File: src/design/rhsm_pkg.sv
// shared constants and types for the substring match block
package rhsm_pkg;

    localparam int PATTERN_MAX = 64;
    localparam int LEN_W       = $clog2(PATTERN_MAX + 1);
    localparam int CHAR_W      = 8;
    localparam int POS_W       = 32;
    localparam int QUEUE_DEPTH = 2;
    localparam int QUEUE_AW    = $clog2(QUEUE_DEPTH);
    localparam int QUEUE_CW    = $clog2(QUEUE_DEPTH + 1);

    localparam logic [POS_W-1:0] COUNT_MAX = '1;

    typedef enum logic {
        REQ_PATTERN = 1'b0,
        REQ_TEXT    = 1'b1
    } req_t;

    typedef struct packed {
        req_t              req_type;
        logic              first;
        logic [CHAR_W-1:0] char_byte;
    } item_t;

    typedef struct packed {
        logic  valid;
        item_t item;
    } queue_out_t;

endpackage

File: src/design/rhsm_front.sv
// front end: accepts input beats, classifies them and queues them for the back end
module rhsm_front
    import rhsm_pkg::*;
(
    input  logic              aclk,
    input  logic              aresetn,
    input  logic              s_axis_tvalid,
    output logic              s_axis_tready,
    input  logic [CHAR_W-1:0] s_axis_tdata,
    input  logic [1:0]        s_axis_tuser,
    output queue_out_t        head,
    input  logic              pop_ready
);

    item_t                q_item_reg [QUEUE_DEPTH];
    logic [QUEUE_AW-1:0]  wr_ptr_reg, wr_ptr_next;
    logic [QUEUE_AW-1:0]  rd_ptr_reg, rd_ptr_next;
    logic [QUEUE_CW-1:0]  count_reg, count_next;
    item_t                in_item;
    logic                 push, pop;

    always_comb begin
        in_item.req_type  = req_t'(s_axis_tuser[0]);
        in_item.first     = s_axis_tuser[1];
        in_item.char_byte = s_axis_tdata;
    end

    assign s_axis_tready = (count_reg != QUEUE_CW'(QUEUE_DEPTH));
    assign push          = s_axis_tvalid && s_axis_tready;
    assign head.valid    = (count_reg != '0);
    assign head.item     = q_item_reg[rd_ptr_reg];
    assign pop           = head.valid && pop_ready;

    always_comb begin
        wr_ptr_next = wr_ptr_reg;
        rd_ptr_next = rd_ptr_reg;
        count_next  = count_reg;
        if (push) begin
            wr_ptr_next = (wr_ptr_reg == QUEUE_AW'(QUEUE_DEPTH - 1)) ? '0 : wr_ptr_reg + 1'b1;
        end
        if (pop) begin
            rd_ptr_next = (rd_ptr_reg == QUEUE_AW'(QUEUE_DEPTH - 1)) ? '0 : rd_ptr_reg + 1'b1;
        end
        if (push && !pop) begin
            count_next = count_reg + 1'b1;
        end else if (pop && !push) begin
            count_next = count_reg - 1'b1;
        end
    end

    always_ff @(posedge aclk) begin
        if (!aresetn) begin
            wr_ptr_reg <= '0;
            rd_ptr_reg <= '0;
            count_reg  <= '0;
        end else begin
            wr_ptr_reg <= wr_ptr_next;
            rd_ptr_reg <= rd_ptr_next;
            count_reg  <= count_next;
        end
    end

    always_ff @(posedge aclk) begin
        if (push) begin
            q_item_reg[wr_ptr_reg] <= in_item;
        end
    end

endmodule

File: src/design/rhsm_back.sv
// back end: pattern and text shift lines, exact window compare and result register
module rhsm_back
    import rhsm_pkg::*;
(
    input  logic             aclk,
    input  logic             aresetn,
    input  queue_out_t       head,
    output logic             pop_ready,
    output logic             m_axis_tvalid,
    input  logic             m_axis_tready,
    output logic [POS_W-1:0] m_axis_tdata
);

    logic [CHAR_W-1:0] pat_tap_reg [PATTERN_MAX];
    logic [CHAR_W-1:0] win_tap_reg [PATTERN_MAX];
    logic [LEN_W-1:0]  pat_len_reg, pat_len_next;
    logic              pat_ovf_reg, pat_ovf_next;
    logic [POS_W-1:0]  cnt_reg, cnt_next;
    logic              pend_reg, pend_next;
    logic              out_valid_reg, out_valid_next;
    logic [POS_W-1:0]  out_pos_reg;
    logic [PATTERN_MAX-1:0] tap_ok;
    logic [LEN_W-1:0]  len_base;
    logic [POS_W-1:0]  cnt_base;
    logic              pop, pat_shift, win_shift, hit, stall;

    // exact compare: pattern tap j lines up with window tap j
    always_comb begin
        for (int j = 0; j < PATTERN_MAX; j++) begin
            tap_ok[j] = (LEN_W'(j) >= pat_len_reg) || (pat_tap_reg[j] == win_tap_reg[j]);
        end
    end

    assign hit = pend_reg && (pat_len_reg != '0) && !pat_ovf_reg
                 && (cnt_reg >= POS_W'(pat_len_reg)) && (&tap_ok);
    assign stall     = hit && out_valid_reg && !m_axis_tready;
    assign pop_ready = !stall;
    assign pop       = head.valid && pop_ready;

    always_comb begin
        pat_len_next = pat_len_reg;
        pat_ovf_next = pat_ovf_reg;
        cnt_next     = cnt_reg;
        pat_shift    = 1'b0;
        win_shift    = 1'b0;
        len_base     = head.item.first ? '0 : pat_len_reg;
        cnt_base     = head.item.first ? '0 : cnt_reg;
        pend_next    = stall;
        if (pop) begin
            case (head.item.req_type)
                REQ_PATTERN: begin
                    cnt_next = '0;
                    if (head.item.first) begin
                        pat_ovf_next = 1'b0;
                    end
                    if (len_base >= LEN_W'(PATTERN_MAX)) begin
                        pat_len_next = len_base;
                        pat_ovf_next = 1'b1;
                    end else begin
                        pat_len_next = len_base + 1'b1;
                        pat_shift    = 1'b1;
                    end
                end
                REQ_TEXT: begin
                    win_shift = 1'b1;
                    pend_next = 1'b1;
                    cnt_next  = (cnt_base == COUNT_MAX) ? COUNT_MAX : cnt_base + 1'b1;
                end
                default: begin
                    pend_next = stall;
                end
            endcase
        end
        out_valid_next = out_valid_reg;
        if (hit && !stall) begin
            out_valid_next = 1'b1;
        end else if (m_axis_tready) begin
            out_valid_next = 1'b0;
        end
    end

    always_ff @(posedge aclk) begin
        if (!aresetn) begin
            pat_len_reg   <= '0;
            pat_ovf_reg   <= 1'b0;
            cnt_reg       <= '0;
            pend_reg      <= 1'b0;
            out_valid_reg <= 1'b0;
        end else begin
            pat_len_reg   <= pat_len_next;
            pat_ovf_reg   <= pat_ovf_next;
            cnt_reg       <= cnt_next;
            pend_reg      <= pend_next;
            out_valid_reg <= out_valid_next;
        end
    end

    // shift lines, newest byte at tap zero
    always_ff @(posedge aclk) begin
        if (pat_shift) begin
            pat_tap_reg[0] <= head.item.char_byte;
            for (int j = 1; j < PATTERN_MAX; j++) begin
                pat_tap_reg[j] <= pat_tap_reg[j-1];
            end
        end
        if (win_shift) begin
            win_tap_reg[0] <= head.item.char_byte;
            for (int j = 1; j < PATTERN_MAX; j++) begin
                win_tap_reg[j] <= win_tap_reg[j-1];
            end
        end
        if (hit && !stall) begin
            out_pos_reg <= cnt_reg - POS_W'(pat_len_reg);
        end
    end

    assign m_axis_tvalid = out_valid_reg;
    assign m_axis_tdata  = out_pos_reg;

endmodule

File: src/design/rolling_hash_substring_match.sv
// top level of the exact substring match block
//
//  channel  dir  tdata                  tuser
//  s_axis   in   [7:0] char_byte        [0] req_type, [1] first
//  m_axis   out  [31:0] match_position  -
//
// one beat per cycle on both channels unless m_axis_tready stalls
// a match passes the queue, window line and result register to m_axis
// aresetn clears pattern length, text count, queue and result valid
// a two-entry queue parts the input from the compare stage; the compare
// stage holds a new match while a result waits on m_axis_tready
module rolling_hash_substring_match
    import rhsm_pkg::*;
(
    input  logic             aclk,
    input  logic             aresetn,
    input  logic             s_axis_tvalid,
    output logic             s_axis_tready,
    input  logic [CHAR_W-1:0] s_axis_tdata,   // [7:0] char_byte
    input  logic [1:0]       s_axis_tuser,    // [0] req_type, [1] first
    output logic             m_axis_tvalid,
    input  logic             m_axis_tready,
    output logic [POS_W-1:0] m_axis_tdata     // [31:0] match_position
);

    queue_out_t head;
    logic       pop_ready;

    rhsm_front u_front (
        .aclk          (aclk),
        .aresetn       (aresetn),
        .s_axis_tvalid (s_axis_tvalid),
        .s_axis_tready (s_axis_tready),
        .s_axis_tdata  (s_axis_tdata),
        .s_axis_tuser  (s_axis_tuser),
        .head          (head),
        .pop_ready     (pop_ready)
    );

    rhsm_back u_back (
        .aclk          (aclk),
        .aresetn       (aresetn),
        .head          (head),
        .pop_ready     (pop_ready),
        .m_axis_tvalid (m_axis_tvalid),
        .m_axis_tready (m_axis_tready),
        .m_axis_tdata  (m_axis_tdata)
    );

endmodule

File: config.mk
export PLATFORM = sky130hd
export DESIGN_NAME = rolling_hash_substring_match
export DESIGN_NICKNAME = d
export VERILOG_FILES = /design/src/design/rhsm_pkg.sv /design/src/design/rhsm_front.sv /design/src/design/rhsm_back.sv /design/src/design/rolling_hash_substring_match.sv
export SDC_FILE = /design/constraint.sdc
export NUM_CORES = 1
export LEC_CHECK = 0
export BUFFER_PORTS_ARGS = -buffer_cell sky130_fd_sc_hd__clkbuf_2
export CORE_MARGIN = 4
export CORE_UTILIZATION = 56
export CTS_CLUSTER_SIZE = 24
export DETAILED_ROUTE_END_ITERATION = 10
export GPL_ROUTABILITY_DRIVEN = 0
export PLACE_DENSITY = 0.74
export SETUP_SLACK_MARGIN = 0.02
export SYNTH_ARGS = -nofsm -noshare
export SYNTH_HDL_FRONTEND = slang
export SYNTH_SLANG_ARGS = --single-unit
File: constraint.sdc
create_clock -name aclk -period 35 [get_ports aclk]
set_clock_uncertainty 0.2 [all_clocks]
set_input_delay 7 -clock aclk [delete_from_list [all_inputs] [get_ports aclk]]
set_output_delay 7 -clock aclk [all_outputs]
set_load 0.02 [all_outputs]
# [Yosys cells after proc, flatten, opt, wreduce, memory -nomap -nowiden]
# Memory sizes are Yosys's and may differ from the RTL's. A register that Yosys moved wholly into a read port is not among the register bits.
# Cells that the tools add are included.
[op_classes] add_sub_neg=7 n_bitwise=1 muxes=28 order_cmp=66 n_eq_ne=66 n_reduce_logical=88
[ops] op="== test 8 bit" count=64
[ops] op=">= comparator 6 x 7 -> 1 bit (first input constant)" count=32
[ops] op=">= comparator 5 x 7 -> 1 bit (first input constant)" count=16
[ops] op="logical OR 1 bit" count=64
[ops] op="two-way mux 32 bit" count=2
[ops] op="one-hot mux 32 bit (2 select lines)" count=1
[ops] op="AND reduction 64 bit" count=1
[ops] op=">= comparator 4 x 7 -> 1 bit (first input constant)" count=8
[ops] op="adder 32 x 1 -> 32 bit (second input constant)" count=1
[ops] op="== test 32 bit (second input constant)" count=1
[ops] op=">= comparator 32 x 7 -> 1 bit" count=1
[ops] op="subtractor 32 x 7 -> 32 bit" count=1
[ops] op=">= comparator 3 x 7 -> 1 bit (first input constant)" count=4
[ops] op="two-way mux 1 bit" count=21
[ops] op=">= comparator 1 x 7 -> 1 bit (first input constant)" count=2
[ops] op=">= comparator 2 x 7 -> 1 bit (first input constant)" count=2
[ops] op="two-way mux 7 bit" count=2
[ops] op="logical AND 1 bit" count=11
[ops] op="nonzero test 2 bit" count=4
[ops] op="adder 7 x 1 -> 7 bit (second input constant)" count=1
[ops] op=">= comparator 7 bit (second input constant)" count=1
[ops] op="nonzero test 7 bit" count=1
[ops] op="logical NOT 1 bit" count=5
[ops] op="two-way mux 2 bit" count=2
[ops] op="7 further kinds" count=8
[totals] memories=3 out_inout_bits=34 regBits=78 mem_bits_rw=1044 inputBits=14 elab_cells=268
[mem_list] name="u_back.pat_tap_reg" depth=64 word_bits=8 rd=64 rd_clocked_by_memory_dff=0 write_ports=64 line_no="rhsm_back.sv:14" source="logic [CHAR_W-1:0] pat_tap_reg [PATTERN_MAX];"
[mem_list] name="u_back.win_tap_reg" depth=64 word_bits=8 rd=64 rd_clocked_by_memory_dff=0 write_ports=64 line_no="rhsm_back.sv:15" source="logic [CHAR_W-1:0] win_tap_reg [PATTERN_MAX];"
[mem_list] name="u_front.q_item_reg" depth=2 word_bits=10 rd=1 rd_clocked_by_memory_dff=1 write_ports=1 line_no="rhsm_front.sv:15" source="item_t q_item_reg [QUEUE_DEPTH];"

# [Longest topological paths before layout]
[logic_depth] ltp_word=12 ltp_mapped=17 depth_no_buf=14

# [Cells and area by module]
# A second synthesis with hierarchy kept.
[unflattened] cells_unflattened=2468 hier_area_um2=42819.8
[by_module_without_submodules] mod="rhsm_back" cells_each=2412 area_per_inst_um2=41867.7 instances=1 seq_area_each_um2=32551.2
[by_module_without_submodules] mod="rhsm_front" cells_each=56 area_per_inst_um2=952.2 instances=1 seq_area_each_um2=700.7

# [Worst setup path before layout]
# OpenSTA, ideal clock, no wires.
[synth_path] path_type="input port to flip-flop" from="input m_axis_tready" to="memory u_back.pat_tap_reg[0][0], enable pin" path_buffers=0 path_stages=5 setup_ns=1.562 required_time_ns=33.238 arrival_time_ns=32.051 setup_slack_ns=1.187 cell_sequence="nand2b_1 nor3_1 nand3_2 nand2_1 a21oi_1"
[synth_lines] element="start: declaration" line_no="rolling_hash_substring_match.sv:22" source="input logic m_axis_tready,"
[synth_lines] element="end: declaration" line_no="rhsm_back.sv:14"

==> results.toml <==
[outcome]
status = "finished clean"

[clock_tree]
post_cts_resized = 0
cts_hold_buf = 0
cts_setup_buffers = 0
clock-sinks = 1123
numCtsBuffers = 109
cts_tree = "done"
clk_pin_slew_ns = 0.06
root_buffer = "clkbuf_16"
cts_max_level = 3
clock_latency_ns = 0.67
clock_path_buffers = 3

[placed_design]
dp_cells = 3396
port_buffers = 47
dp_slack_ns = 22.88
place_hpwl_mm = 51.6

[global_route]
grt_max_degree = 183
grt_pass1_vias = 21400
antenna_found_initial = 0
track_usage = 0.200
grt_pass1_wl_mm = 125
grt_overflow = 0

[critical_path]
crit_fanout = 79
cp.required_ns = 35.08
path_buf_inv = 4
cp_data_arrival_time_ns = 11.40
rr_worst_depth = 13
cp_slowest_cell = "buf_4"
endpoint_kind = "flop"
critical_path.cell_chain = "clkbuf_2 > nand2b_1 > nor3_1 > nand3_2 > nand2_1 > a21oi_4 > buf_4 > buf_4 > buf_4"
slowest_delay_ns = 0.94
r2r_start = "u_back.pat_len_reg[1]$_SDFFE_PN0P_"
r2r-end = "u_back.pat_tap_reg[0][118]$_DFFE_PP_"
cp_top_family = "buffers and inverters"
crit_top_cell = "buf_4"
critical_path_class = "in -> reg"
worst_setup_path_start_kind = "input port"
r2r_slack_ns = 27.59

[synthesis]
syn_inst = 2423
synth_fp_nets = 2449
synth_edf_count = 1076
synth-async-reset-ratio = 0
ys_warn_count = 0
syn_area_per_cell_um2 = 17.5
synth_top_flop_cell = "edfxtp_1"
ys_ff_latch = 1123
synthesis.area_um2 = 42500
synth.yosys.seq_area_share = 0.783
ys_types = 78

[routing]
drt_wl_total_mm = 81.9
vias_per_cell = 5.85
drtIter0Drc = 2452
drc = 0
dr.pass1.iters = 6
wl_per_cell_um = 22.8
ant_nets = 0
route.vias.total = 21000

[cells_and_area]
n_antenna_cell = 0
multi_input_area_um2 = 8890
final_layout_size_suffix_gt1_frac = 0.101
final_cells = 3595
ff_latch_area_um2 = 33300
fin_util = 0.632
syn2layout_area_growth_pct = 11.4
fill_cells = 5127
finalNetCount = 2564

[sta]
finalCritPeriodShare = 0.324
setup_tns_ns = 0
slew_headroom = 0.146
setup_viol = 0
hold_viol = 0
drv_slew = 0
rsz0062_at_grt = "false"
worst_slack_ns = 23.67
tightestPinTransition_ns = 1.28
finalCriticalPeriod_ns = 11.33
fmax_ghz = 0.0883

[pwr]
finalPower_mw = 4.07
ir_drop_mv = 0.0737
p_leak_nw = 15.4
cellPowerDensity_nw_per_um2 = 85.9

[hold_path]
holdPathStages = 0
min_from = "u_back.win_tap_reg[1][99]$_DFFE_PP_"
hold_path.class = "reg -> reg"
hold_path_end = "u_back.win_tap_reg[1][107]$_DFFE_PP_"

[run]
drv_cap = 0

[floorplan]
chipHeight_um = 283
fp.dieW_um = 283
die-area_um2 = 80400
coreArea_um2 = 74800
start_util = 0.568
pin_count = 48
num_rows = 100
final cells by class:
cell class,instances,area share
Tap cell,969,0.0256
Clock inverter,61,0.0116
Inverter,24,0.00190
Sequential cell,1123,0.703
Timing Repair Buffer,68,0.00857
Multi-Input combinational cell,1212,0.188
Clock buffer,138,0.0619
how the worst max path moves through the flow:
| stage | cells after the start | from | slack [ns] | endpoint |
|---|---|---|---|---|
| after detailed placement | 9 | m_axis_tready | 22.88 | u_back.pat_tap_reg[0][83]$_DFFE_PP_ |
| after CTS | 9 | m_axis_tready | 23.61 | u_back.pat_tap_reg[0][166]$_DFFE_PP_ |
| after global placement | 9 | m_axis_tready | 23.09 | u_back.pat_tap_reg[0][144]$_DFFE_PP_ |
| final | 9 | m_axis_tready | 23.67 | u_back.pat_tap_reg[0][118]$_DFFE_PP_ |
| after floorplan | 5 | m_axis_tready | 1.19 | u_back.pat_tap_reg[0][0]$_DFFE_PP_ |
| after global routing | 9 | m_axis_tready | 23.27 | u_back.pat_tap_reg[0][163]$_DFFE_PP_ |
power breakdown:
group,internal (mW),switching [mW]
Clock,0.657,0.485
Sequential,2.02,0.243
Combinational,0.208,0.453
Total,2.89,1.18
cells in the mapped netlist, types with 10 or more instances:
master    instances  area share
buf_2            13      0.0015
a21oi_1          71      0.0084
inv_1            22      0.0019
o21ai_1          21      0.0025
nor2_1           60      0.0053
clkbuf_1         40      0.0035
a22oi_1          18      0.0032
nand4_1          33      0.0049
nor3_1           19      0.0022
nand3_1          33      0.0039
xor2_1          469       0.097
o21ai_0          46      0.0054
nand2_1          67      0.0059
edfxtp_1       1076        0.76
nor4_1          124       0.018
a31oi_1          10      0.0015
ha_1             11      0.0032
xnor2_1          90       0.019
dfxtp_1          47       0.022
routing by layer:
metal	global-route usage	up-vias	wire length, µm
li1	-	9420	-
met1	0.273	10700	33600
met2	0.332	757	40400
met3	0.0423	145	5880
met4	0.0524	0	1960
met5	0	-	0
per-stage QoR:
stage               hold WS [ns]  instance area, µm²
floorplan                  0.247               42500
global placement           0.249               43800
CTS                        0.258               47300
global route               0.270               47300
finish                     0.261               47300
detailed placement         0.254               43800
placed cells by master (no fill, tap or decap), types with 5 or more instances in the layout:
master,count
edfxtp_1,1076
xor2_1,469
nor4_1,124
clkbuf_16,111
xnor2_1,90
a21oi_1,70
nand2_1,67
nor2_1,59
dfxtp_1,47
clkbuf_2,47
o21ai_0,46
nand4_1,33
nand3_1,33
clkinv_1,23
clkinv_2,23
inv_1,22
clkbuf_1,22
o21ai_1,21
buf_4,20
nor3_1,19
a22oi_1,18
ha_1,11
a31oi_1,10
or3_1,9
and3_1,9
mux2_2,9
bufinv_16,9
and2_1,5
o21a_1,5
nand2b_1,5
o221a_2,5
clkbuf_8,5
cells by family after synthesis:
kind of cell / Yosys count / synth area share
AND/OR/NAND/NOR: 400 / 0.0524
XOR/XNOR: 559 / 0.115
multiplexers: 13 / 0.00345
adder cells (fa/ha/maj): 12 / 0.00371
AO/OA/AOI/OAI: 228 / 0.0336
buffers and inverters: 88 / 0.00904
flip-flops: 1123 / 0.783
(Power assumes the default switching activity.)
